`config.mk`:
```
export PLATFORM = sky130hd
export DESIGN_NAME = srl_queue
export DESIGN_NICKNAME = d
export VERILOG_FILES = /design/src/hw/rtl/srl_pkg.sv /design/src/hw/rtl/srl_queue.sv
export SDC_FILE = /design/constraint.sdc
export NUM_CORES = 1
export LEC_CHECK = 0
export BUFFER_PORTS_ARGS = -buffer_cell sky130_fd_sc_hd__buf_2
export CAP_MARGIN = 20
export CORE_MARGIN = 3
export CORE_UTILIZATION = 25
export DETAILED_ROUTE_END_ITERATION = 7
export GPL_TIMING_DRIVEN = 0
export PLACE_DENSITY = 0.43
export SLEW_MARGIN = 25
export SYNTH_ARGS = -nofsm -noshare
export SYNTH_HDL_FRONTEND = slang
export SYNTH_SLANG_ARGS = --single-unit
```
`constraint.sdc`:
```
create_clock -name aclk -period 3.6 [get_ports aclk]
set_input_delay 0 -clock aclk [delete_from_list [all_inputs] [get_ports aclk]]
set_output_delay 0 -clock aclk [all_outputs]
set_load 0.005 [all_outputs]
```
`src/hw/rtl/srl_pkg.sv`:
```
// Shared types and constants for the S-record line parser.
// No dependencies; every other RTL file imports this package.
`default_nettype none

package srl_pkg;

    // Input request: one line character or one committed-data read
    typedef struct packed {
        logic       op;
        logic [7:0] char_code;
        logic       line_start;
        logic [7:0] read_index;
    } srl_item_t;

    // Result: record status or read reply
    typedef struct packed {
        logic        kind;
        logic [2:0]  status;
        logic [3:0]  record_type;
        logic [31:0] load_address;
        logic [7:0]  data_count;
        logic [7:0]  record_checksum;
        logic [7:0]  read_byte;
    } srl_result_t;

    // Classified request passed from the front end to the back end
    typedef struct packed {
        logic       is_read;
        logic [7:0] read_index;
        logic       line_start;
        logic       is_s;
        logic       type_ok;
        logic [3:0] type_digit;
        logic       hex_ok;
        logic [3:0] hex_val;
    } srl_cmd_t;

    localparam logic       OP_CHAR = 1'b0;
    localparam logic       OP_READ = 1'b1;

    localparam logic       KIND_RECORD = 1'b0;
    localparam logic       KIND_READ   = 1'b1;

    localparam logic [2:0] ST_OK        = 3'd0;
    localparam logic [2:0] ST_NO_S      = 3'd1;
    localparam logic [2:0] ST_BAD_TYPE  = 3'd2;
    localparam logic [2:0] ST_BAD_LEN   = 3'd3;
    localparam logic [2:0] ST_BAD_HEX   = 3'd4;
    localparam logic [2:0] ST_CHECKSUM  = 3'd5;
    localparam logic [2:0] ST_TRUNCATED = 3'd6;

    localparam logic [3:0] FAIL_TYPE     = 4'd1;
    localparam logic [7:0] FAIL_CHECKSUM = 8'hFC;
    localparam logic [3:0] RESET_TYPE    = 4'd1;

    // Number of address bytes carried by a record type
    function automatic logic [2:0] addr_len(input logic [3:0] rec_type);
        logic [2:0] len;
        case (rec_type)
            4'd3, 4'd7: len = 3'd4;
            4'd2, 4'd8: len = 3'd3;
            default:    len = 3'd2;
        endcase
        return len;
    endfunction

endpackage

`default_nettype wire

```
`src/hw/rtl/srl_queue.sv`:
```
// Short request queue between the front end and the back end.
// Depends on srl_pkg for the classified request type.
`default_nettype none

module srl_queue
    import srl_pkg::*;
(
    input  wire            aclk,
    input  wire            aresetn,
    input  wire            in_valid,
    output logic           in_ready,
    input  wire srl_cmd_t  in_cmd,
    output logic           out_valid,
    input  wire            out_ready,
    output srl_cmd_t       out_cmd
);

    localparam int DEPTH = 4;
    localparam int PW    = $clog2(DEPTH);

    srl_cmd_t       entry_reg [DEPTH];
    logic [PW-1:0]  wr_ptr_reg, wr_ptr_next;
    logic [PW-1:0]  rd_ptr_reg, rd_ptr_next;
    logic [PW:0]    count_reg, count_next;
    logic           push, pop;

    assign in_ready  = (count_reg != (PW+1)'(DEPTH));
    assign out_valid = (count_reg != '0);
    assign out_cmd   = entry_reg[rd_ptr_reg];
    assign push      = in_valid && in_ready;
    assign pop       = out_valid && out_ready;

    always_comb begin
        wr_ptr_next = push ? wr_ptr_reg + 1'b1 : wr_ptr_reg;
        rd_ptr_next = pop ? rd_ptr_reg + 1'b1 : rd_ptr_reg;
        count_next  = count_reg;
        if (push && !pop) begin
            count_next = count_reg + 1'b1;
        end else if (pop && !push) begin
            count_next = count_reg - 1'b1;
        end
    end

    always_ff @(posedge aclk) begin
        if (!aresetn) begin
            wr_ptr_reg <= '0;
            rd_ptr_reg <= '0;
            count_reg  <= '0;
        end else begin
            wr_ptr_reg <= wr_ptr_next;
            rd_ptr_reg <= rd_ptr_next;
            count_reg  <= count_next;
        end
    end

    always_ff @(posedge aclk) begin
        if (push) begin
            entry_reg[wr_ptr_reg] <= in_cmd;
        end
    end

endmodule

`default_nettype wire

```
==> flow_metrics.py <==
metrics = {
    "detailed_routing": {
        "routed_wl_um": 6560,
        "drc": 0,
        "drtAntennaViolNets": 0,
        "wl_per_cell_um": 15.8,
        "drt_iter0_drc": 101,
        "firstDrtPassIters": 4,
        "via_count": 1710,
        "viasPerCell": 4.11,
    },
    "outcome": {
        "outcome": "finished clean",
    },
    "power": {
        "peakVddDrop_uv": 264,
        "powerDensity_mw_per_mm2": 676,
        "p_leak_nw": 1.53,
    },
    "min_path": {
        "holdCritPathClass": "in2reg",
    },
    "floorplanning": {
        "start_util": 0.261,
        "fp.dieW_um": 125,
        "rows": 42,
        "coreArea_sq_mm": 0.0136,
        "die_area_sq_mm": 0.0156,
        "ioPinCount": 48,
        "die_y_um": 125,
    },
    "global_route": {
        "grt-ovfl-total": 0,
        "grt_pass1_wl_um": 10300,
        "grt_max_degree": 22,
        "antenna_found_initial": 0,
        "grt_usage": 0.0878,
        "grt_pass1_vias": 1794,
    },
    "placement": {
        "portBuffers": 46,
        "place_ws_ns": 1.37,
        "hpwl_um": 3940,
        "place_congestion": 0.637,
    },
    "yosys": {
        "synth_top_cell_by_area": "edfxtp_1",
        "yosysWarningCount": 0,
        "synth_edf_count": 84,
        "syn-num-nets": 188,
        "synth_cells": 157,
        "synth.most_common_cell": "edfxtp_1",
        "ys.flop_type": "edfxtp_1",
        "async_flop_share": 0,
        "syn_area_sq_mm": 0.00353,
        "synthDistinctLibCells": 23,
        "synth.area.top_cells": "edfxtp_1 71%, mux4_2 13%, dfxtp_1 5.1%, ha_1 1.8%, and2_1 1.4%",
        "yosysSeqAreaShare": 0.765,
        "synth-seq-cells": 93,
        "synth.top_cell.area_share": 0.714,
        "syn_area_per_cell_sq_um": 22.5,
        "synth_common_cells": "84 x edfxtp_1, 21 x mux4_2, 9 x dfxtp_1, 8 x and2_1",
    },
    "cts": {
        "clock_sinks": 93,
        "cts_resized": 0,
        "clock_path_buffers": 2,
        "htree_levels": 3,
        "cts_made_buffers": 9,
        "path_clk_slew_ns": 0.06,
        "clock_latency_ns": 0.33,
        "clockRootBuffer": "clkbuf_16",
        "cts_tree": "built",
    },
    "sta": {
        "fin_tns_setup_ns": 0,
        "finalHoldViolCount": 0,
        "fin_skew_ns": 0.00521,
        "tightest_slew_ns": 0.653,
        "slew_headroom": 0.565,
        "slew_viol_final": 0,
        "whs_ns": 0.0734,
        "rsz0062_at_grt": "no",
        "period_share": 0.615,
        "finalSetupViolCount": 0,
        "fin_crit_ns": 2.21,
        "layout_setup_ws_ns": 1.39,
        "fmax_ghz": 0.452,
    },
    "setup_path": {
        "worst_path_max_delay_cell": "dfxtp_1",
        "cp_data_arrival_time_ns": 2.47,
        "crit_chain": "nor2_2, a21boi_4, ha_1, inv_1, fa_1, xor2_1, or3_1, a21boi_0",
        "crit_fanout": 7,
        "cp-end-kind": "register",
        "critPathMaxStageDelay_ns": 0.52,
        "required_ns": 3.86,
        "reg2reg_slack_ns": 1.39,
        "crit_type": "reg2reg",
        "crit_path_start_kind": "register",
    },
    "final_layout": {
        "area_delta_synth_final_pct": 27.5,
        "final_nets": 266,
        "largest_register_ffs": 84,
        "fin_util": 0.333,
        "layout-drive-gt1-share": 0.383,
        "n_antenna_cell": 0,
    },
    "run": {
        "cap_violations": 0,
    },
}
-- area by class of cell --
class,count,area (sq um)
repair buffers,67,440
fillers,1307,9050
clock buffers,11,233
multi-input cells,56,790
well taps,176,220
flip-flops and latches,93,2700
inverters,3,11.3
clock inverters,5,75.1
plain buffers,5,36.3
-- stage by stage --
step	total power, mW	instance area [sq um]	instances
5_1_grt	3.21	4510	416
3_3_place_gp	2.10	3990	379
3_5_place_dp	2.11	3990	379
6_report	3.05	4510	416
4_1_cts	3.11	4510	416
2_1_floorplan	1.85	3530	157
-- power by group --
group | internal, mW | switching (mW)
Combinational | 0.375 | 0.313
Clock | 0.604 | 0.371
Sequential | 1.32 | 0.0675
Total | 2.30 | 0.752
-- repair_timing --
| item | in CTS | in global routing |
|---|---|---|
| hold endpoints to repair | 84 | 0 |
| hold buffers | 21 | 0 |
| setup buffers | 0 | 0 |
-- cell usage in the layout (no fill, tap or decap), types with 4 or more instances in the layout --
master and n:
edfxtp_1 84, and2_2 4, ha_1 5, buf_2 48, dfxtp_1 9, nand2_1 5
dlygate4sd3_1 21, and2_1 4, mux4_2 21, clkbuf_16 9
-- path summary, 6_finish.rpt --
| kind | startpoint | end | cells past startpoint |
|---|---|---|---|
| min reg2reg | wr_ptr_reg[1] | wr_ptr_reg[1] | 2 |
| max reg2reg | count_reg[0] | count_reg[2] | 8 |
| min | aresetn | wr_ptr_reg[1] | 3 |
| max | count_reg[0] | count_reg[2] | 8 |
-- per-layer routing --
metal  vias to the layer above  GRT usage  wire length, um
met4                         0     0.0459              153
met2                        39      0.133             2980
li1                        793          -                -
met3                        13     0.0227              277
met5                         -          0                0
met1                       865      0.116             3160
-- critical path: cells and delay by family, from the launching register on --
kind,cells,cell delay [ns]
AO/OA/AOI/OAI,2,0.43
XOR/XNOR,1,0.15
adder cells (fa/ha/maj),2,0.60
buffers and inverters,1,0.06
flip-flops,1,0.52
AND/OR/NAND/NOR,2,0.39
-- logic make-up (layout without fill, tap and decap cells) --
group | count (synthesis) | in the layout | share of synthesized area
adder cells (fa/ha/maj) | 6 | 6 | 0.0234
buffers and inverters | 8 | 91 | 0.0134
AND/OR/NAND/NOR | 17 | 17 | 0.0269
XOR/XNOR | 4 | 4 | 0.00991
multiplexers | 24 | 24 | 0.142
AO/OA/AOI/OAI | 5 | 5 | 0.0195
flip-flops | 93 | 93 | 0.765
Note: power is estimated with default switching activity, not from simulation.
