$ cat config.mk
export PLATFORM = sky130hd
export DESIGN_NAME = srl_front
export DESIGN_NICKNAME = d
export VERILOG_FILES = /design/src/hw/rtl/srl_pkg.sv /design/src/hw/rtl/srl_front.sv
export SDC_FILE = /design/constraint.sdc
export NUM_CORES = 1
export LEC_CHECK = 0
export BUFFER_PORTS_ARGS = -buffer_cell sky130_fd_sc_hd__buf_2
export CAP_MARGIN = 20
export CORE_AREA = 2 2 39 41
export DETAILED_ROUTE_END_ITERATION = 8
export DIE_AREA = 0 0 41 43
export MAX_ROUTING_LAYER = met4
export PLACE_DENSITY = 0.66
export SLEW_MARGIN = 20
export SYNTH_ARGS = -nofsm -noshare
export SYNTH_HDL_FRONTEND = slang
export SYNTH_SLANG_ARGS = --single-unit
$ cat constraint.sdc
create_clock -name vclk -period 1.8
set_input_delay 0.27 -clock vclk [all_inputs]
set_output_delay 0.27 -clock vclk [all_outputs]
set_load 0.02 [all_outputs]
$ cat src/hw/rtl/srl_pkg.sv
// Shared types and constants for the S-record line parser.
// No dependencies; every other RTL file imports this package.
`default_nettype none

package srl_pkg;

    // Input request: one line character or one committed-data read
    typedef struct packed {
        logic       op;
        logic [7:0] char_code;
        logic       line_start;
        logic [7:0] read_index;
    } srl_item_t;

    // Result: record status or read reply
    typedef struct packed {
        logic        kind;
        logic [2:0]  status;
        logic [3:0]  record_type;
        logic [31:0] load_address;
        logic [7:0]  data_count;
        logic [7:0]  record_checksum;
        logic [7:0]  read_byte;
    } srl_result_t;

    // Classified request passed from the front end to the back end
    typedef struct packed {
        logic       is_read;
        logic [7:0] read_index;
        logic       line_start;
        logic       is_s;
        logic       type_ok;
        logic [3:0] type_digit;
        logic       hex_ok;
        logic [3:0] hex_val;
    } srl_cmd_t;

    localparam logic       OP_CHAR = 1'b0;
    localparam logic       OP_READ = 1'b1;

    localparam logic       KIND_RECORD = 1'b0;
    localparam logic       KIND_READ   = 1'b1;

    localparam logic [2:0] ST_OK        = 3'd0;
    localparam logic [2:0] ST_NO_S      = 3'd1;
    localparam logic [2:0] ST_BAD_TYPE  = 3'd2;
    localparam logic [2:0] ST_BAD_LEN   = 3'd3;
    localparam logic [2:0] ST_BAD_HEX   = 3'd4;
    localparam logic [2:0] ST_CHECKSUM  = 3'd5;
    localparam logic [2:0] ST_TRUNCATED = 3'd6;

    localparam logic [3:0] FAIL_TYPE     = 4'd1;
    localparam logic [7:0] FAIL_CHECKSUM = 8'hFC;
    localparam logic [3:0] RESET_TYPE    = 4'd1;

    // Number of address bytes carried by a record type
    function automatic logic [2:0] addr_len(input logic [3:0] rec_type);
        logic [2:0] len;
        case (rec_type)
            4'd3, 4'd7: len = 3'd4;
            4'd2, 4'd8: len = 3'd3;
            default:    len = 3'd2;
        endcase
        return len;
    endfunction

endpackage

`default_nettype wire

$ cat src/hw/rtl/srl_front.sv
// Front end: classifies each incoming request (S check, type digit, hex decode).
// Depends on srl_pkg.
`default_nettype none

module srl_front
    import srl_pkg::*;
(
    input  wire srl_item_t item,
    output srl_cmd_t       cmd
);

    localparam logic [7:0] CH_S      = 8'h53;
    localparam logic [7:0] CH_0      = 8'h30;
    localparam logic [7:0] CH_9      = 8'h39;
    localparam logic [7:0] CH_UPPER_A = 8'h41;
    localparam logic [7:0] CH_UPPER_F = 8'h46;
    localparam logic [7:0] CH_LOWER_A = 8'h61;
    localparam logic [7:0] CH_LOWER_F = 8'h66;

    logic [7:0] c;
    logic [7:0] diff_digit;
    logic [7:0] diff_upper;
    logic [7:0] diff_lower;

    always_comb begin
        c          = item.char_code;
        diff_digit = c - CH_0;
        diff_upper = c - CH_UPPER_A + 8'd10;
        diff_lower = c - CH_LOWER_A + 8'd10;

        cmd.is_read    = (item.op == OP_READ);
        cmd.read_index = item.read_index;
        cmd.line_start = item.line_start;
        cmd.is_s       = (c == CH_S);
        cmd.type_digit = diff_digit[3:0];
        cmd.type_ok    = (c >= CH_0) && (c <= CH_9) &&
                         !((diff_digit[3:0] == 4'd4) || (diff_digit[3:0] == 4'd5) ||
                           (diff_digit[3:0] == 4'd6));

        if ((c >= CH_0) && (c <= CH_9)) begin
            cmd.hex_ok  = 1'b1;
            cmd.hex_val = diff_digit[3:0];
        end else if ((c >= CH_UPPER_A) && (c <= CH_UPPER_F)) begin
            cmd.hex_ok  = 1'b1;
            cmd.hex_val = diff_upper[3:0];
        end else if ((c >= CH_LOWER_A) && (c <= CH_LOWER_F)) begin
            cmd.hex_ok  = 1'b1;
            cmd.hex_val = diff_lower[3:0];
        end else begin
            cmd.hex_ok  = 1'b0;
            cmd.hex_val = 4'd0;
        end
    end

endmodule

`default_nettype wire

==> summary.txt, run 1 <==
Run status
  • Status: finished clean

Floorplanning
  • DIE AREA: 1760 sq um
  • Overall die width: between 40 and 50 um
  • Cell Rows: 14
  • Core area: 1380 sq um
  • Die H: roughly 43 um
  • Total I/O pin count: 39
  • Initial Util: 0.250

Timing
  • Fin crit share: 0.990
  • # setup viols final: 0
  • Setup TNS: 0 ps
  • Final Hold Fails: 0
  • Time the worst path needs with I/O delays and setup: 1780 ps
  • Worst slew pin tran: between 200 and 300 ps
  • RSZ-0062 raised after global routing: yes
  • F_max: about 0.56 GHz
  • Max-slew violation count: 0
  • Hold_ws: 540 ps
  • Slew HR: 0.812

Routing
  • TritonRoute pass-1 iters: 4
  • Post-Route WL: 799 um
  • Via Count: 353
  • Residual DRC: 0
  • Final ANT Viol Nets: 0
  • Initial DRC count: 7
  • Post-DR wirelength/cell: between 10 and 15 um
  • Via/cell ratio: 4.84

Finish
  • Post-route cell area: 440 sq um
  • Most frequent cells in the layout: buf_2, buf_4, nor2_1, nor2b_1, ha_1
  • Multi-input gate area: 265 sq um
  • Area Overhead vs Synth: 27.1%
  • ANT cells: 0
  • CLK BUF: 0
  • Final net count: 81
  • Register area: 0 sq um
  • Most common cell after layout, fill and taps aside: buf_2
  • Sequential cell count: 0
  • Layout cells sized above 1: 0.579
  • Fill cells: 160

Worst setup path
  • CP Data Arrival Time: between 1500 and 2000 ps
  • Critical path startpoint category: input pin
  • Worst path max stage delay: 560 ps
  • Setup crit end kind: output port
  • Crit path max fanout: 3
  • Crit-path slowest cell: or4b_4
  • CP required: roughly 1500 ps
  • Worst-path cell chain: buf_2 -> or4b_4 -> a311oi_4 -> a22o_1 -> buf_4
  • Critical path class: in2out

Run
  • Max-cap violations: 0

Power and ir drop
  • Power Density: 190 nW/um^2
  • Static leakage: 0.227 nW
  • Pwr Total: about 0.084 mW
  • VDD IR max: around 0.000064 V

Yosys
  • Synth Cell Area: 347 sq um
  • Synth top area cells: buf_4, ha_1, nor2b_1, a311oi_2, or4b_4
  • Post-synth top area cell: buf_4
  • Syn. warnings: 0
  • Syn_area_per_cell: between 7 and 8 sq um
  • Yosys top cell area share: 0.303
  • Unique masters post-synth: 24
  • Post-Syn Instances: 46
  • Mapped Nets: 68
  • Post-synthesis sequential area ratio: 0

GRT
  • Gr ovfl total: 0
  • Initial antenna violation count: 0
  • Largest net degree at the start of global routing: 9
  • Total GRT Usage: 0.0839
  • First-pass GRT wire length: 1100 um
  • Vias in the first global route: roughly 280

Hold path
  • WHS Path Cells: 0
  • Worst Hold Class: in2out

Clock tree
  • Hold_buf cts: 0
  • Setup bufs post-CTS: 0

Placed design
  • RD Place Congestion: 0.752
  • Area post-placement: around 400 sq um
  • Port bufs: 19
## final timing paths
path | start | to | slack, ps
worst max-delay path | item[16] | cmd[1] | 20
worst min-delay path | item[7] | cmd[19] | 540
## cell type report
class              instances  area share
multi-input cells         30       0.602
inverters                  2      0.0170
well taps                 16      0.0455
repair buffers            25       0.335
## metal layers
layer / vias to the layer above / global-route usage / part of all wire
li1: 174 / - / -
met1: 162 / 0.114 / 0.41
met2: 17 / 0.138 / 0.50
met3: 0 / 0.00524 / 0.091
met4: 0 / 0.00667 / 0
met5: - / - / 0
## metrics by stage
step                      setup WS [ps]  instances  utilization
after floorplan                    48.1         46            -
after global placement            -51.8         73        0.290
after detailed placement          -60.1         73        0.290
after CTS                         0.483         73        0.302
after global routing              -25.8         73        0.318
final                              18.3         73        0.318
## synthesized netlist by cell type
master	number
a311oi_2	1
nand2b_1	1
nor2_1	3
a22oi_1	1
o21ai_0	1
or2_1	1
a21oi_1	1
or3_1	1
inv_1	2
a21o_2	1
or4b_4	1
nor3b_1	1
a21o_1	1
a22o_1	1
a221oi_1	1
nand4bb_1	1
nor4bb_1	1
nor2b_1	3
nor3_1	1
buf_4	14
ha_1	4
o21bai_1	1
nand2_1	2
nand4_1	1
## worst max-delay path: cells and delay by family
kind / cells / cell delay (ps)
buffers and inverters: 2 / 250
AOI/OAI and AO/OA: 2 / 430
and+or+nand+nor: 1 / 560
## where the power goes
part | internal (mW) | leakage, nW | total [mW] | switching [mW]
combinational | 0.0381 | 0.227 | 0.0836 | 0.0455
sequential | 0 | 0 | 0 | 0
clock | 0 | 0 | 0 | 0
total | 0.0381 | 0.227 | 0.0836 | 0.0455
## what timing repair did
action / CTS / global route
pin swaps: 1 / 1
resized for setup: 2 / 8
endpoints found under the setup margin: 3 / 6
## cells by family after synthesis
group,after synthesis,share of synthesized area
AOI/OAI and AO/OA,9,0.213
buffers and inverters,16,0.325
and+or+nand+nor,17,0.318
adders and majority gates,4,0.144
Power figures use the tool's default switching activity.
==> inputs of run 2 (changes only) <==
--- a/config.mk
+++ b/config.mk
@@ -5,6 +5,7 @@
 export SDC_FILE = /design/constraint.sdc
 export NUM_CORES = 1
 export LEC_CHECK = 0
+export ABC_AREA = 1
 export BUFFER_PORTS_ARGS = -buffer_cell sky130_fd_sc_hd__buf_2
 export CAP_MARGIN = 20
 export CORE_AREA = 2 2 39 41
==> run 2 against run 1 <==
Routed wire length is 16% lower. Worst hold slack hardly changed. Utilization is 6.4 points lower. Worst setup slack better by 160 ps. Clock-buffer cell count stayed put. Flip-flop and latch count stayed put. Final area is 20% lower. Sequential share of layout area stayed put. Die area stayed put. Combinational power is 16% lower. Largest cell class unchanged.
==> summary.txt, run 2 <==
Routing
  • Final ANT Viol Nets: 0
  • Post-Route WL: 671 um
  • Post-DR wirelength/cell: 9.32 um
  • TritonRoute pass-1 iters: 2
  • Residual DRC: 0
  • Via/cell ratio: 4.19
  • Initial DRC count: 2
  • Via Count: 302

Run
  • Max-cap violations: 0

Finish
  • Layout cells sized above 1: 0.536
  • Final net count: 80
  • Multi-input gate area: ~210 sq um
  • Post-route cell area: between 300 and 400 sq um
  • Fill cells: 155
  • Most common cell after layout, fill and taps aside: buf_2
  • ANT cells: 0
  • Final Util: 0.254
  • Final Non-Filler Cells: 72
  • Area Overhead vs Synth: 2.93%
  • Sequential cell count: 0
  • Register area: 0 sq um
  • Most frequent cells in the layout: buf_2, inv_1, nand2_2, nand3_1, ha_1
  • CLK BUF: 0

Floorplanning
  • Total I/O pin count: 39
  • DIE AREA: 1760 sq um
  • Core area: 1380 sq um
  • Cell Rows: 14
  • Overall die width: 41 um
  • Die H: 43 um
  • Initial Util: 0.247

Yosys
  • Mapped Nets: 73
  • Yosys top cell area share: 0.308
  • Leading cell type by number of instances after synthesis: buf_4
  • Post-Syn Instances: a little over 50
  • Unique masters post-synth: 18
  • Post-synthesis sequential area ratio: 0
  • Post-synth top area cell: buf_4
  • Synth top area cells: buf_4, ha_1, nand2_2, inv_1, nand3_1
  • Commonest cells in the synthesized netlist: buf_4, inv_1, ha_1, nand2_2, nand3_1
  • Synth Cell Area: approximately 340 sq um
  • Syn_area_per_cell: 6.70 sq um
  • Syn. warnings: 0

GRT
  • GR Util met2: 0.113
  • Vias in the first global route: 250
  • First-pass GRT wire length: ~1000 um
  • Initial antenna violation count: 0
  • GR Layer Usage met1: 0.117
  • Gr ovfl total: 0
  • GR Util met3: 0
  • Total GRT Usage: 0.0758
  • Top Usage Layer GRT: met1
  • Largest net degree at the start of global routing: 8

Timing
  • # setup viols final: 0
  • Max-slew violation count: 0
  • Worst slew pin tran: 221 ps
  • Final Hold Fails: 0
  • Time the worst path needs with I/O delays and setup: around 1600 ps
  • Hold_ws: 540 ps
  • Setup ws final: ~180 ps
  • Slew HR: 0.851
  • Fin crit share: 0.898
  • RSZ-0062 raised after global routing: no
  • F_max: 0.618 GHz
  • Setup TNS: 0 ps

Placed design
  • Placed Cells: 72
  • HPWL after DPL: between 600 and 700 um
  • Area post-placement: 352 sq um
  • Port bufs: 19
  • Dpl ws: 176 ps
  • RD Place Congestion: 0.806

Worst setup path
  • Crit path max fanout: 7
  • Critical path class: in2out
  • CP required: 1530 ps
  • Setup crit end kind: output port
  • Critical path startpoint category: input pin
  • CP Data Arrival Time: 1350 ps

Clock tree
  • Hold_buf cts: 0
  • Setup bufs post-CTS: 0
  • Post-cts resize count: 0

Run status
  • Status: finished clean

Power and ir drop
  • VDD IR max: 0.0000663 V
  • Power Density: approximately 200 nW/um^2
  • Static leakage: 0.207 nW
  • Pwr Total: 0.0701 mW

Hold path
  • Worst Hold Class: in2out
==> run 2: changes by cell type in the layout (fill, tap and decap cells not counted), moves of 2 or more <==
cell     before  now
nor3_1        0    2
nor2_2        0    2
buf_2        16   19
inv_1         2    6
nand3_1       0    4
o21ai_0       0    2
nor2b_1       3    0
nand2_2       0    4
buf_4         9    0
==> run 2: worst max-delay path: stages <==
cell and delay, ps:
buf_2 140, inv_1 70, ha_1 230, o21ai_2 130, nand2_2 80, nand2_4 90
nand3_1 80, nand2_2 70, nor2_2 30, buf_2 150
==> run 2: worst paths after layout <==
| path | cells after the start | slack [ps] | to | startpoint |
|---|---|---|---|---|
| setup / recovery | 10 | 180 | cmd[2] | item[9] |
| hold / removal | 0 | 540 | cmd[11] | item[8] |
==> run 2: cell type report <==
| class | count | area share |
|---|---|---|
| inverters | 7 | 0.0747 |
| multi-input cells | 30 | 0.598 |
| well taps | 16 | 0.0569 |
| repair buffers | 19 | 0.270 |
==> run 2: cells by family (layout without fill, tap and decap cells) <==
group	after synthesis	after routing	share of synthesized area
buffers and inverters	21	26	0.385
AND/OR/NAND/NOR	21	21	0.381
adder cells (fa/ha/maj)	4	4	0.147
AO/OA/AOI/OAI	5	5	0.0879
==> run 2: routing by layer <==
metal	routed length, um	vias up	part of all wire
met2	284	14	0.42
met4	0	0	0
met1	294	126	0.44
met3	92	0	0.14
met5	0	-	0
li1	-	162	-
==> run 2: power by group <==
part	switching [mW]	leakage [nW]	total, mW	internal [mW]
clock network	0	0	0	0
logic	0.0450	0.207	0.0701	0.0251
registers	0	0	0	0
