===== config.mk =====
export PLATFORM = sky130hd
export DESIGN_NAME = srl_back
export DESIGN_NICKNAME = d
export VERILOG_FILES = /design/src/hw/rtl/srl_pkg.sv /design/src/hw/rtl/srl_back.sv
export SDC_FILE = /design/constraint.sdc
export NUM_CORES = 2
export LEC_CHECK = 0
export ABC_AREA = 1
export BUFFER_PORTS_ARGS = -buffer_cell sky130_fd_sc_hd__clkbuf_2
export CORE_UTILIZATION = 55
export CTS_CLUSTER_SIZE = 28
export DETAILED_ROUTE_END_ITERATION = 6
export PLACE_DENSITY_LB_ADDON = 0.12
export SLEW_MARGIN = 5
export SYNTH_ARGS = -nofsm -noshare
export SYNTH_HDL_FRONTEND = slang
export SYNTH_SLANG_ARGS = --single-unit

===== constraint.sdc =====
create_clock -name aclk -period 26.9 [get_ports aclk]
set_input_delay 4.035 -clock aclk [delete_from_list [all_inputs] [get_ports aclk]]
set_output_delay 4.035 -clock aclk [all_outputs]
set_load 0.05 [all_outputs]

===== src/hw/rtl/srl_pkg.sv =====
// Shared types and constants for the S-record line parser.
// No dependencies; every other RTL file imports this package.
`default_nettype none

package srl_pkg;

    // Input request: one line character or one committed-data read
    typedef struct packed {
        logic       op;
        logic [7:0] char_code;
        logic       line_start;
        logic [7:0] read_index;
    } srl_item_t;

    // Result: record status or read reply
    typedef struct packed {
        logic        kind;
        logic [2:0]  status;
        logic [3:0]  record_type;
        logic [31:0] load_address;
        logic [7:0]  data_count;
        logic [7:0]  record_checksum;
        logic [7:0]  read_byte;
    } srl_result_t;

    // Classified request passed from the front end to the back end
    typedef struct packed {
        logic       is_read;
        logic [7:0] read_index;
        logic       line_start;
        logic       is_s;
        logic       type_ok;
        logic [3:0] type_digit;
        logic       hex_ok;
        logic [3:0] hex_val;
    } srl_cmd_t;

    localparam logic       OP_CHAR = 1'b0;
    localparam logic       OP_READ = 1'b1;

    localparam logic       KIND_RECORD = 1'b0;
    localparam logic       KIND_READ   = 1'b1;

    localparam logic [2:0] ST_OK        = 3'd0;
    localparam logic [2:0] ST_NO_S      = 3'd1;
    localparam logic [2:0] ST_BAD_TYPE  = 3'd2;
    localparam logic [2:0] ST_BAD_LEN   = 3'd3;
    localparam logic [2:0] ST_BAD_HEX   = 3'd4;
    localparam logic [2:0] ST_CHECKSUM  = 3'd5;
    localparam logic [2:0] ST_TRUNCATED = 3'd6;

    localparam logic [3:0] FAIL_TYPE     = 4'd1;
    localparam logic [7:0] FAIL_CHECKSUM = 8'hFC;
    localparam logic [3:0] RESET_TYPE    = 4'd1;

    // Number of address bytes carried by a record type
    function automatic logic [2:0] addr_len(input logic [3:0] rec_type);
        logic [2:0] len;
        case (rec_type)
            4'd3, 4'd7: len = 3'd4;
            4'd2, 4'd8: len = 3'd3;
            default:    len = 3'd2;
        endcase
        return len;
    endfunction

endpackage

`default_nettype wire


===== src/hw/rtl/srl_back.sv =====
// Back end: record parser state machine, two-bank data store and result register.
// Depends on srl_pkg.
`default_nettype none

module srl_back
    import srl_pkg::*;
#(
    parameter int MAX_DATA = 256
) (
    input  wire            aclk,
    input  wire            aresetn,
    input  wire            cmd_valid,
    output logic           cmd_ready,
    input  wire srl_cmd_t  cmd,
    output logic           m_valid,
    input  wire            m_ready,
    output srl_result_t    m_data
);

    localparam int IDXW  = (MAX_DATA > 4) ? $clog2(MAX_DATA) : 2;
    localparam int CNTW  = $clog2(MAX_DATA + 1);
    localparam int DEPTH = 2 * (2 ** IDXW);

    localparam logic [2:0] PH_WAIT  = 3'd0;
    localparam logic [2:0] PH_TYPE  = 3'd1;
    localparam logic [2:0] PH_COUNT = 3'd2;
    localparam logic [2:0] PH_ADDR  = 3'd3;
    localparam logic [2:0] PH_DATA  = 3'd4;
    localparam logic [2:0] PH_CHK   = 3'd5;

    logic [2:0]      phase_reg, phase_next;
    logic [IDXW-1:0] bidx_reg, bidx_next;
    logic            odd_reg, odd_next;
    logic [3:0]      hi_reg, hi_next;
    logic [7:0]      sum_reg, sum_next;
    logic [3:0]      ptype_reg, ptype_next;
    logic [31:0]     paddr_reg, paddr_next;
    logic [CNTW-1:0] pcount_reg, pcount_next;
    logic [3:0]      ctype_reg, ctype_next;
    logic [31:0]     caddr_reg, caddr_next;
    logic [CNTW-1:0] ccount_reg, ccount_next;
    logic [7:0]      cchk_reg, cchk_next;
    logic            bank_reg, bank_next;

    logic            m_valid_reg, m_valid_next;
    srl_result_t     out_reg, out_next;
    logic            rb_ok_reg, rb_ok_next;

    logic [7:0]      data_mem [DEPTH];
    logic [7:0]      mem_rd_reg;
    logic            mem_we, mem_re;
    logic [IDXW:0]   mem_waddr, mem_raddr;

    logic            adv, fail, commit, emit;
    logic [2:0]      status;
    logic [7:0]      b;
    logic [2:0]      alen;
    logic [8:0]      data_len;
    logic [IDXW:0]   idx_plus1;

    assign cmd_ready = !m_valid_reg || m_ready;
    assign adv       = cmd_valid && cmd_ready;
    assign m_valid   = m_valid_reg;

    always_comb begin
        m_data           = out_reg;
        m_data.read_byte = rb_ok_reg ? mem_rd_reg : 8'd0;
    end

    always_comb begin
        phase_next  = phase_reg;
        bidx_next   = bidx_reg;
        odd_next    = odd_reg;
        hi_next     = hi_reg;
        sum_next    = sum_reg;
        ptype_next  = ptype_reg;
        paddr_next  = paddr_reg;
        pcount_next = pcount_reg;
        ctype_next  = ctype_reg;
        caddr_next  = caddr_reg;
        ccount_next = ccount_reg;
        cchk_next   = cchk_reg;
        bank_next   = bank_reg;
        fail        = 1'b0;
        commit      = 1'b0;
        status      = ST_OK;
        mem_we      = 1'b0;
        mem_re      = 1'b0;
        b           = {hi_reg, cmd.hex_val};
        alen        = addr_len(ptype_reg);
        data_len    = 9'(b) - 9'(alen) - 9'd1;
        idx_plus1   = {1'b0, bidx_reg} + 1'b1;
        mem_waddr   = {~bank_reg, bidx_reg};
        mem_raddr   = {bank_reg, IDXW'(cmd.read_index)};
        rb_ok_next  = 1'b0;

        if (adv) begin
            if (cmd.is_read) begin
                mem_re     = 1'b1;
                rb_ok_next = (9'(cmd.read_index) < 9'(ccount_reg));
            end else if (cmd.line_start) begin
                if (phase_reg != PH_WAIT) begin
                    fail   = 1'b1;
                    status = ST_TRUNCATED;
                end else if (!cmd.is_s) begin
                    fail   = 1'b1;
                    status = ST_NO_S;
                end
                phase_next = cmd.is_s ? PH_TYPE : PH_WAIT;
            end else if (phase_reg == PH_WAIT) begin
                // drop characters outside a record
            end else if (phase_reg == PH_TYPE) begin
                if (cmd.type_ok) begin
                    ptype_next = cmd.type_digit;
                    phase_next = PH_COUNT;
                    bidx_next  = '0;
                    odd_next   = 1'b0;
                    sum_next   = 8'd0;
                end else begin
                    fail       = 1'b1;
                    status     = ST_BAD_TYPE;
                    phase_next = PH_WAIT;
                end
            end else if (!cmd.hex_ok) begin
                fail       = 1'b1;
                status     = ST_BAD_HEX;
                phase_next = PH_WAIT;
            end else if (!odd_reg) begin
                hi_next  = cmd.hex_val;
                odd_next = 1'b1;
            end else begin
                odd_next  = 1'b0;
                bidx_next = idx_plus1[IDXW-1:0];
                case (phase_reg)
                    PH_COUNT: begin
                        sum_next = b;
                        if ((9'(b) < 9'(alen) + 9'd1) || (data_len > 9'(MAX_DATA))) begin
                            fail       = 1'b1;
                            status     = ST_BAD_LEN;
                            phase_next = PH_WAIT;
                        end else begin
                            pcount_next = CNTW'(data_len);
                            paddr_next  = 32'd0;
                            phase_next  = PH_ADDR;
                            bidx_next   = '0;
                        end
                    end
                    PH_ADDR: begin
                        paddr_next = {paddr_reg[23:0], b};
                        sum_next   = sum_reg + b;
                        if (idx_plus1 >= (IDXW+1)'(alen)) begin
                            phase_next = (pcount_reg != '0) ? PH_DATA : PH_CHK;
                            bidx_next  = '0;
                        end
                    end
                    PH_DATA: begin
                        mem_we   = 1'b1;
                        sum_next = sum_reg + b;
                        if (idx_plus1 >= (IDXW+1)'(pcount_reg)) begin
                            phase_next = PH_CHK;
                            bidx_next  = '0;
                        end
                    end
                    PH_CHK: begin
                        if (~sum_reg != b) begin
                            fail   = 1'b1;
                            status = ST_CHECKSUM;
                        end else begin
                            commit      = 1'b1;
                            bank_next   = ~bank_reg;
                            ctype_next  = ptype_reg;
                            caddr_next  = paddr_reg;
                            ccount_next = pcount_reg;
                            cchk_next   = b;
                        end
                        phase_next = PH_WAIT;
                    end
                    default: begin
                        phase_next = PH_WAIT;
                    end
                endcase
            end

            if (fail) begin
                ctype_next  = FAIL_TYPE;
                caddr_next  = 32'd0;
                ccount_next = '0;
                cchk_next   = FAIL_CHECKSUM;
            end
        end

        emit = adv && (fail || commit || cmd.is_read);

        if (adv) begin
            m_valid_next = emit;
        end else if (m_ready) begin
            m_valid_next = 1'b0;
        end else begin
            m_valid_next = m_valid_reg;
        end

        out_next                 = out_reg;
        if (adv) begin
            out_next.kind            = cmd.is_read ? KIND_READ : KIND_RECORD;
            out_next.status          = status;
            out_next.record_type     = ctype_next;
            out_next.load_address    = caddr_next;
            out_next.data_count      = 8'(ccount_next);
            out_next.record_checksum = cchk_next;
            out_next.read_byte       = 8'd0;
        end
    end

    always_ff @(posedge aclk) begin
        if (!aresetn) begin
            phase_reg   <= PH_WAIT;
            ctype_reg   <= RESET_TYPE;
            caddr_reg   <= 32'd0;
            ccount_reg  <= '0;
            cchk_reg    <= 8'd0;
            bank_reg    <= 1'b0;
            m_valid_reg <= 1'b0;
        end else begin
            phase_reg   <= phase_next;
            ctype_reg   <= ctype_next;
            caddr_reg   <= caddr_next;
            ccount_reg  <= ccount_next;
            cchk_reg    <= cchk_next;
            bank_reg    <= bank_next;
            m_valid_reg <= m_valid_next;
        end
    end

    always_ff @(posedge aclk) begin
        bidx_reg   <= bidx_next;
        odd_reg    <= odd_next;
        hi_reg     <= hi_next;
        sum_reg    <= sum_next;
        ptype_reg  <= ptype_next;
        paddr_reg  <= paddr_next;
        pcount_reg <= pcount_next;
        out_reg    <= out_next;
        if (adv) begin
            rb_ok_reg <= rb_ok_next;
        end
    end

    // Staging bank write; committed bank read, registered
    always_ff @(posedge aclk) begin
        if (mem_we) begin
            data_mem[mem_waddr] <= b;
        end
        if (mem_re) begin
            mem_rd_reg <= data_mem[mem_raddr];
        end
    end

endmodule

`default_nettype wire


==> impl_metrics.csv <==
group,metric,value,unit
timing,rsz0062_at_grt,"no",
global_routing,met3_usage,5.602,%
timing,maxSlewHeadroom,10.02,%
place,pre_cts_ws,17330,ps
clock_network,max-clock-path-buffers,4,
worst_setup_path,startpoint_type,"input pin",
yosys,synth.area.top_cells,"edfxtp_1, nand3_1, nand2_1",
place,gp_congestion,0.9022,
floorplanning,dieArea,319700,um2
yosys,synth-compound-area-share,0.5769,%
timing,setup_viol,0,
routing,dr_total_vias,116500,
worst_setup_path,path_cells,"buf_12, inv_8, buf_12, buf_4, buf_4, buf_4, nand2_1, nand3_1, nand3_1, nand3_1, nand3_1, nand3_1, nand3_1, nand3_1, nand3_1, nand2_1",
global_routing,grt.met2_usage,48.15,%
yosys,synth_area,174600,um2
worst_setup_path,worstPathRequired,27730,ps
worst_setup_path,slowest_stage,"buf_4",
floorplanning,rows,206,
worst_setup_path,critPathTopFamily,"buffers and inverters",
min_path,hold_start,"ctype_reg[0]",
routing,dr.pass1.iters,6,
yosys,synth_edf_count,4227,
clock_network,cts_root_buffer,"clkbuf_16",
yosys,yosysMostFrequentCell,"nand2_1",
yosys,yosysTopAreaCell,"edfxtp_1",
finish,final_cell_area,192200,um2
routing,drc,0,
timing,fin_setup_tns,0,ps
floorplanning,die_h,565.4,um
place,portBuffers,90,
run_status,status,"complete, no violations",
global_routing,gr-max-usage-layer,"met2",
timing,hold_ws,487.0,ps
timing,setup_ws,18140,ps
routing,drt-initial-drc-count,14820,
finish,utilization,60.92,%
yosys,syn_inst,14920,
yosys,synth_adder_area_share,0.3168,%
yosys,muxShareOfSynthArea,0.04013,%
place,place_area,177900,um2
pwr,p_leak,67.10,nW
worst_setup_path,r2r-start,"m_valid",
place,dpl.hpwl,285500,um
floorplanning,start_util,55.34,%
yosys,synth.avg_cell_area,11.71,um2
routing,wl,501300,um
clock_network,cts_tree,"done",
finish,area_growth_syn_to_layout,10.08,%
global_routing,grt_use_total,31.08,%
global_routing,grt_use_met1,43.79,%
routing,ant_nets,0,
floorplanning,core,315500,um2
yosys,synth-simple-area-share,22.84,%
yosys,synth_top_area_share,72.70,%
yosys,synthXorXnorAreaFrac,0.05016,%
clock_network,post_cts_buffers,0,
worst_setup_path,crit_top_cell,"nand3_1",
global_routing,overflow,0,
timing,period_needed,8765,ps
yosys,async_flop_share,0,%
routing,routedWlPerCell,26.16,um
pwr,powerDensity,73.43,nW/um2
timing,finalClockSkew,40.21,ps
clock_network,cts_inserted_buffers,435,
min_path,worstHoldPathType,"flip-flop to flip-flop",
worst_setup_path,criticalPathCategory,"input pin to flip-flop",
timing,tightest_slew,1350,ps
yosys,yosysSeqAreaShare,73.37,%
yosys,synth_top_family_by_area,"simple AND/OR/NAND/NOR gates",
finish,nFillCells,24710,
global_routing,grt_pass1_wl,734400,um
yosys,synth_seq_cells,4285,
worst_setup_path,critPathBufInv,6,
timing,final-max-slew-violation-count,0,
worst_setup_path,critPathLaunch,"cmd[12]",
floorplanning,die_x,565.4,um
finish,fin_nets,14690,
clock_network,postCtsResizedCells,0,
clock_network,postCtsHoldBufs,0,
yosys,ys_warn_count,0,
pwr,ir_worst_vdd,0.00005602,V
clock_network,h-tree-depth,5,
timing,fmax,114.1,MHz
clock_network,insertion_delay,960,ps
finish,final_layout_size_suffix_gt1_share,6.419,%
clock_network,clkSinkCount,4285,
finish,largest_reg_flops,4096,
run,drv_cap,0,
yosys,synth_cell_types,46,
global_routing,grt_pass1_vias,110200,
worst_setup_path,arrival,9600,ps
timing,period_share,32.58,%
floorplanning,io_pins,91,
global_routing,grt_antenna_before_repair,24,
yosys,syn-num-nets,14980,
global_routing,grt_max_degree,208,
yosys,synthTopCellsByCount,"nand2_1, edfxtp_1, nand3_1, nor2_1, clkbuf_1",
worst_setup_path,crit_path_end_kind,"flip-flop",
finish,regMostFlops,"data_mem",
routing,viasPerCell,6.079,
worst_setup_path,cp_max_fo,182,
worst_setup_path,critPathMaxStageDelay,880,ps
timing,finalHoldViolCount,0,
yosys,synth_ff_type,"edfxtp_1",
clock_network,cts.clk_slew.worst_paths,60,ps
final timing paths:
| check | slack (ps) | depth (start not counted) | end |
|---|---|---|---|
| worst max register to register | 22080 | 11 | data_mem[133][2] |
| worst max-delay path | 18140 | 16 | mem_rd_reg[3] |
| worst min-delay path | 490 | 2 | ctype_reg[0] |
| worst min register to register | 490 | 2 | ctype_reg[0] |
cells in the final DEF, fill, tap and decap left out, types with 67 or more instances in the layout:
cell,count
clkbuf_2,80
inv_1,161
nand2_1,4345
clkbuf_16,441
a21oi_1,82
edfxtp_1,4227
nand3_1,4115
nor2_1,690
buf_4,162
clkbuf_1,67
clkinv_2,113
clkinv_1,102
metal layers:
layer  vias to the layer above  part of all wire [%]
met5                         -                 0.017
met4                        10                   4.4
met3                       928                   9.5
met2                      5879                    46
met1                     57320                    40
li1                      52340                     -
through the flow:
step / total power [W] / std cells
floorplan: 0.007880 / 14920
global placement: 0.008177 / 18340
detailed placement: 0.008184 / 18340
CTS: 0.01414 / 19150
global route: 0.01444 / 19150
finish: 0.01411 / 19160
worst min-delay path: stages, from the launching register on:
cell and delay [ps]:
dfxtp_1 300, mux2i_1 80, nand3_1 70
final cells by class:
cell class	instances	area [um2]	area share [%]
flip-flops and latches	4285	128100	66.65
well taps	4160	5205	2.708
diodes	15	37.54	0.01953
inverters	187	754.5	0.3926
clock buffers	522	11480	5.973
repair buffers	274	2213	1.152
clock inverters	284	2755	1.434
multi-input cells	9434	41650	21.67
cell families after synthesis:
kind of cell | after synthesis
AND/OR/NAND/NOR | 9207
flip-flops | 4285
buffers and inverters | 1196
AO/OA/AOI/OAI | 167
adder cells (fa/ha/maj) | 43
XOR/XNOR | 10
multiplexers | 7
where the power goes:
part | switching [W] | internal, W | leakage [nW] | total (W)
Combinational | 0.000591 | 0.000173 | 21.6 | 0.000764
Sequential | 0.00000433 | 0.00729 | 38.5 | 0.00729
Clock | 0.00257 | 0.00349 | 7.00 | 0.00605
Total | 0.00316 | 0.0109 | 67.1 | 0.0141
No activity file was read; power rests on OpenSTA's default activity.
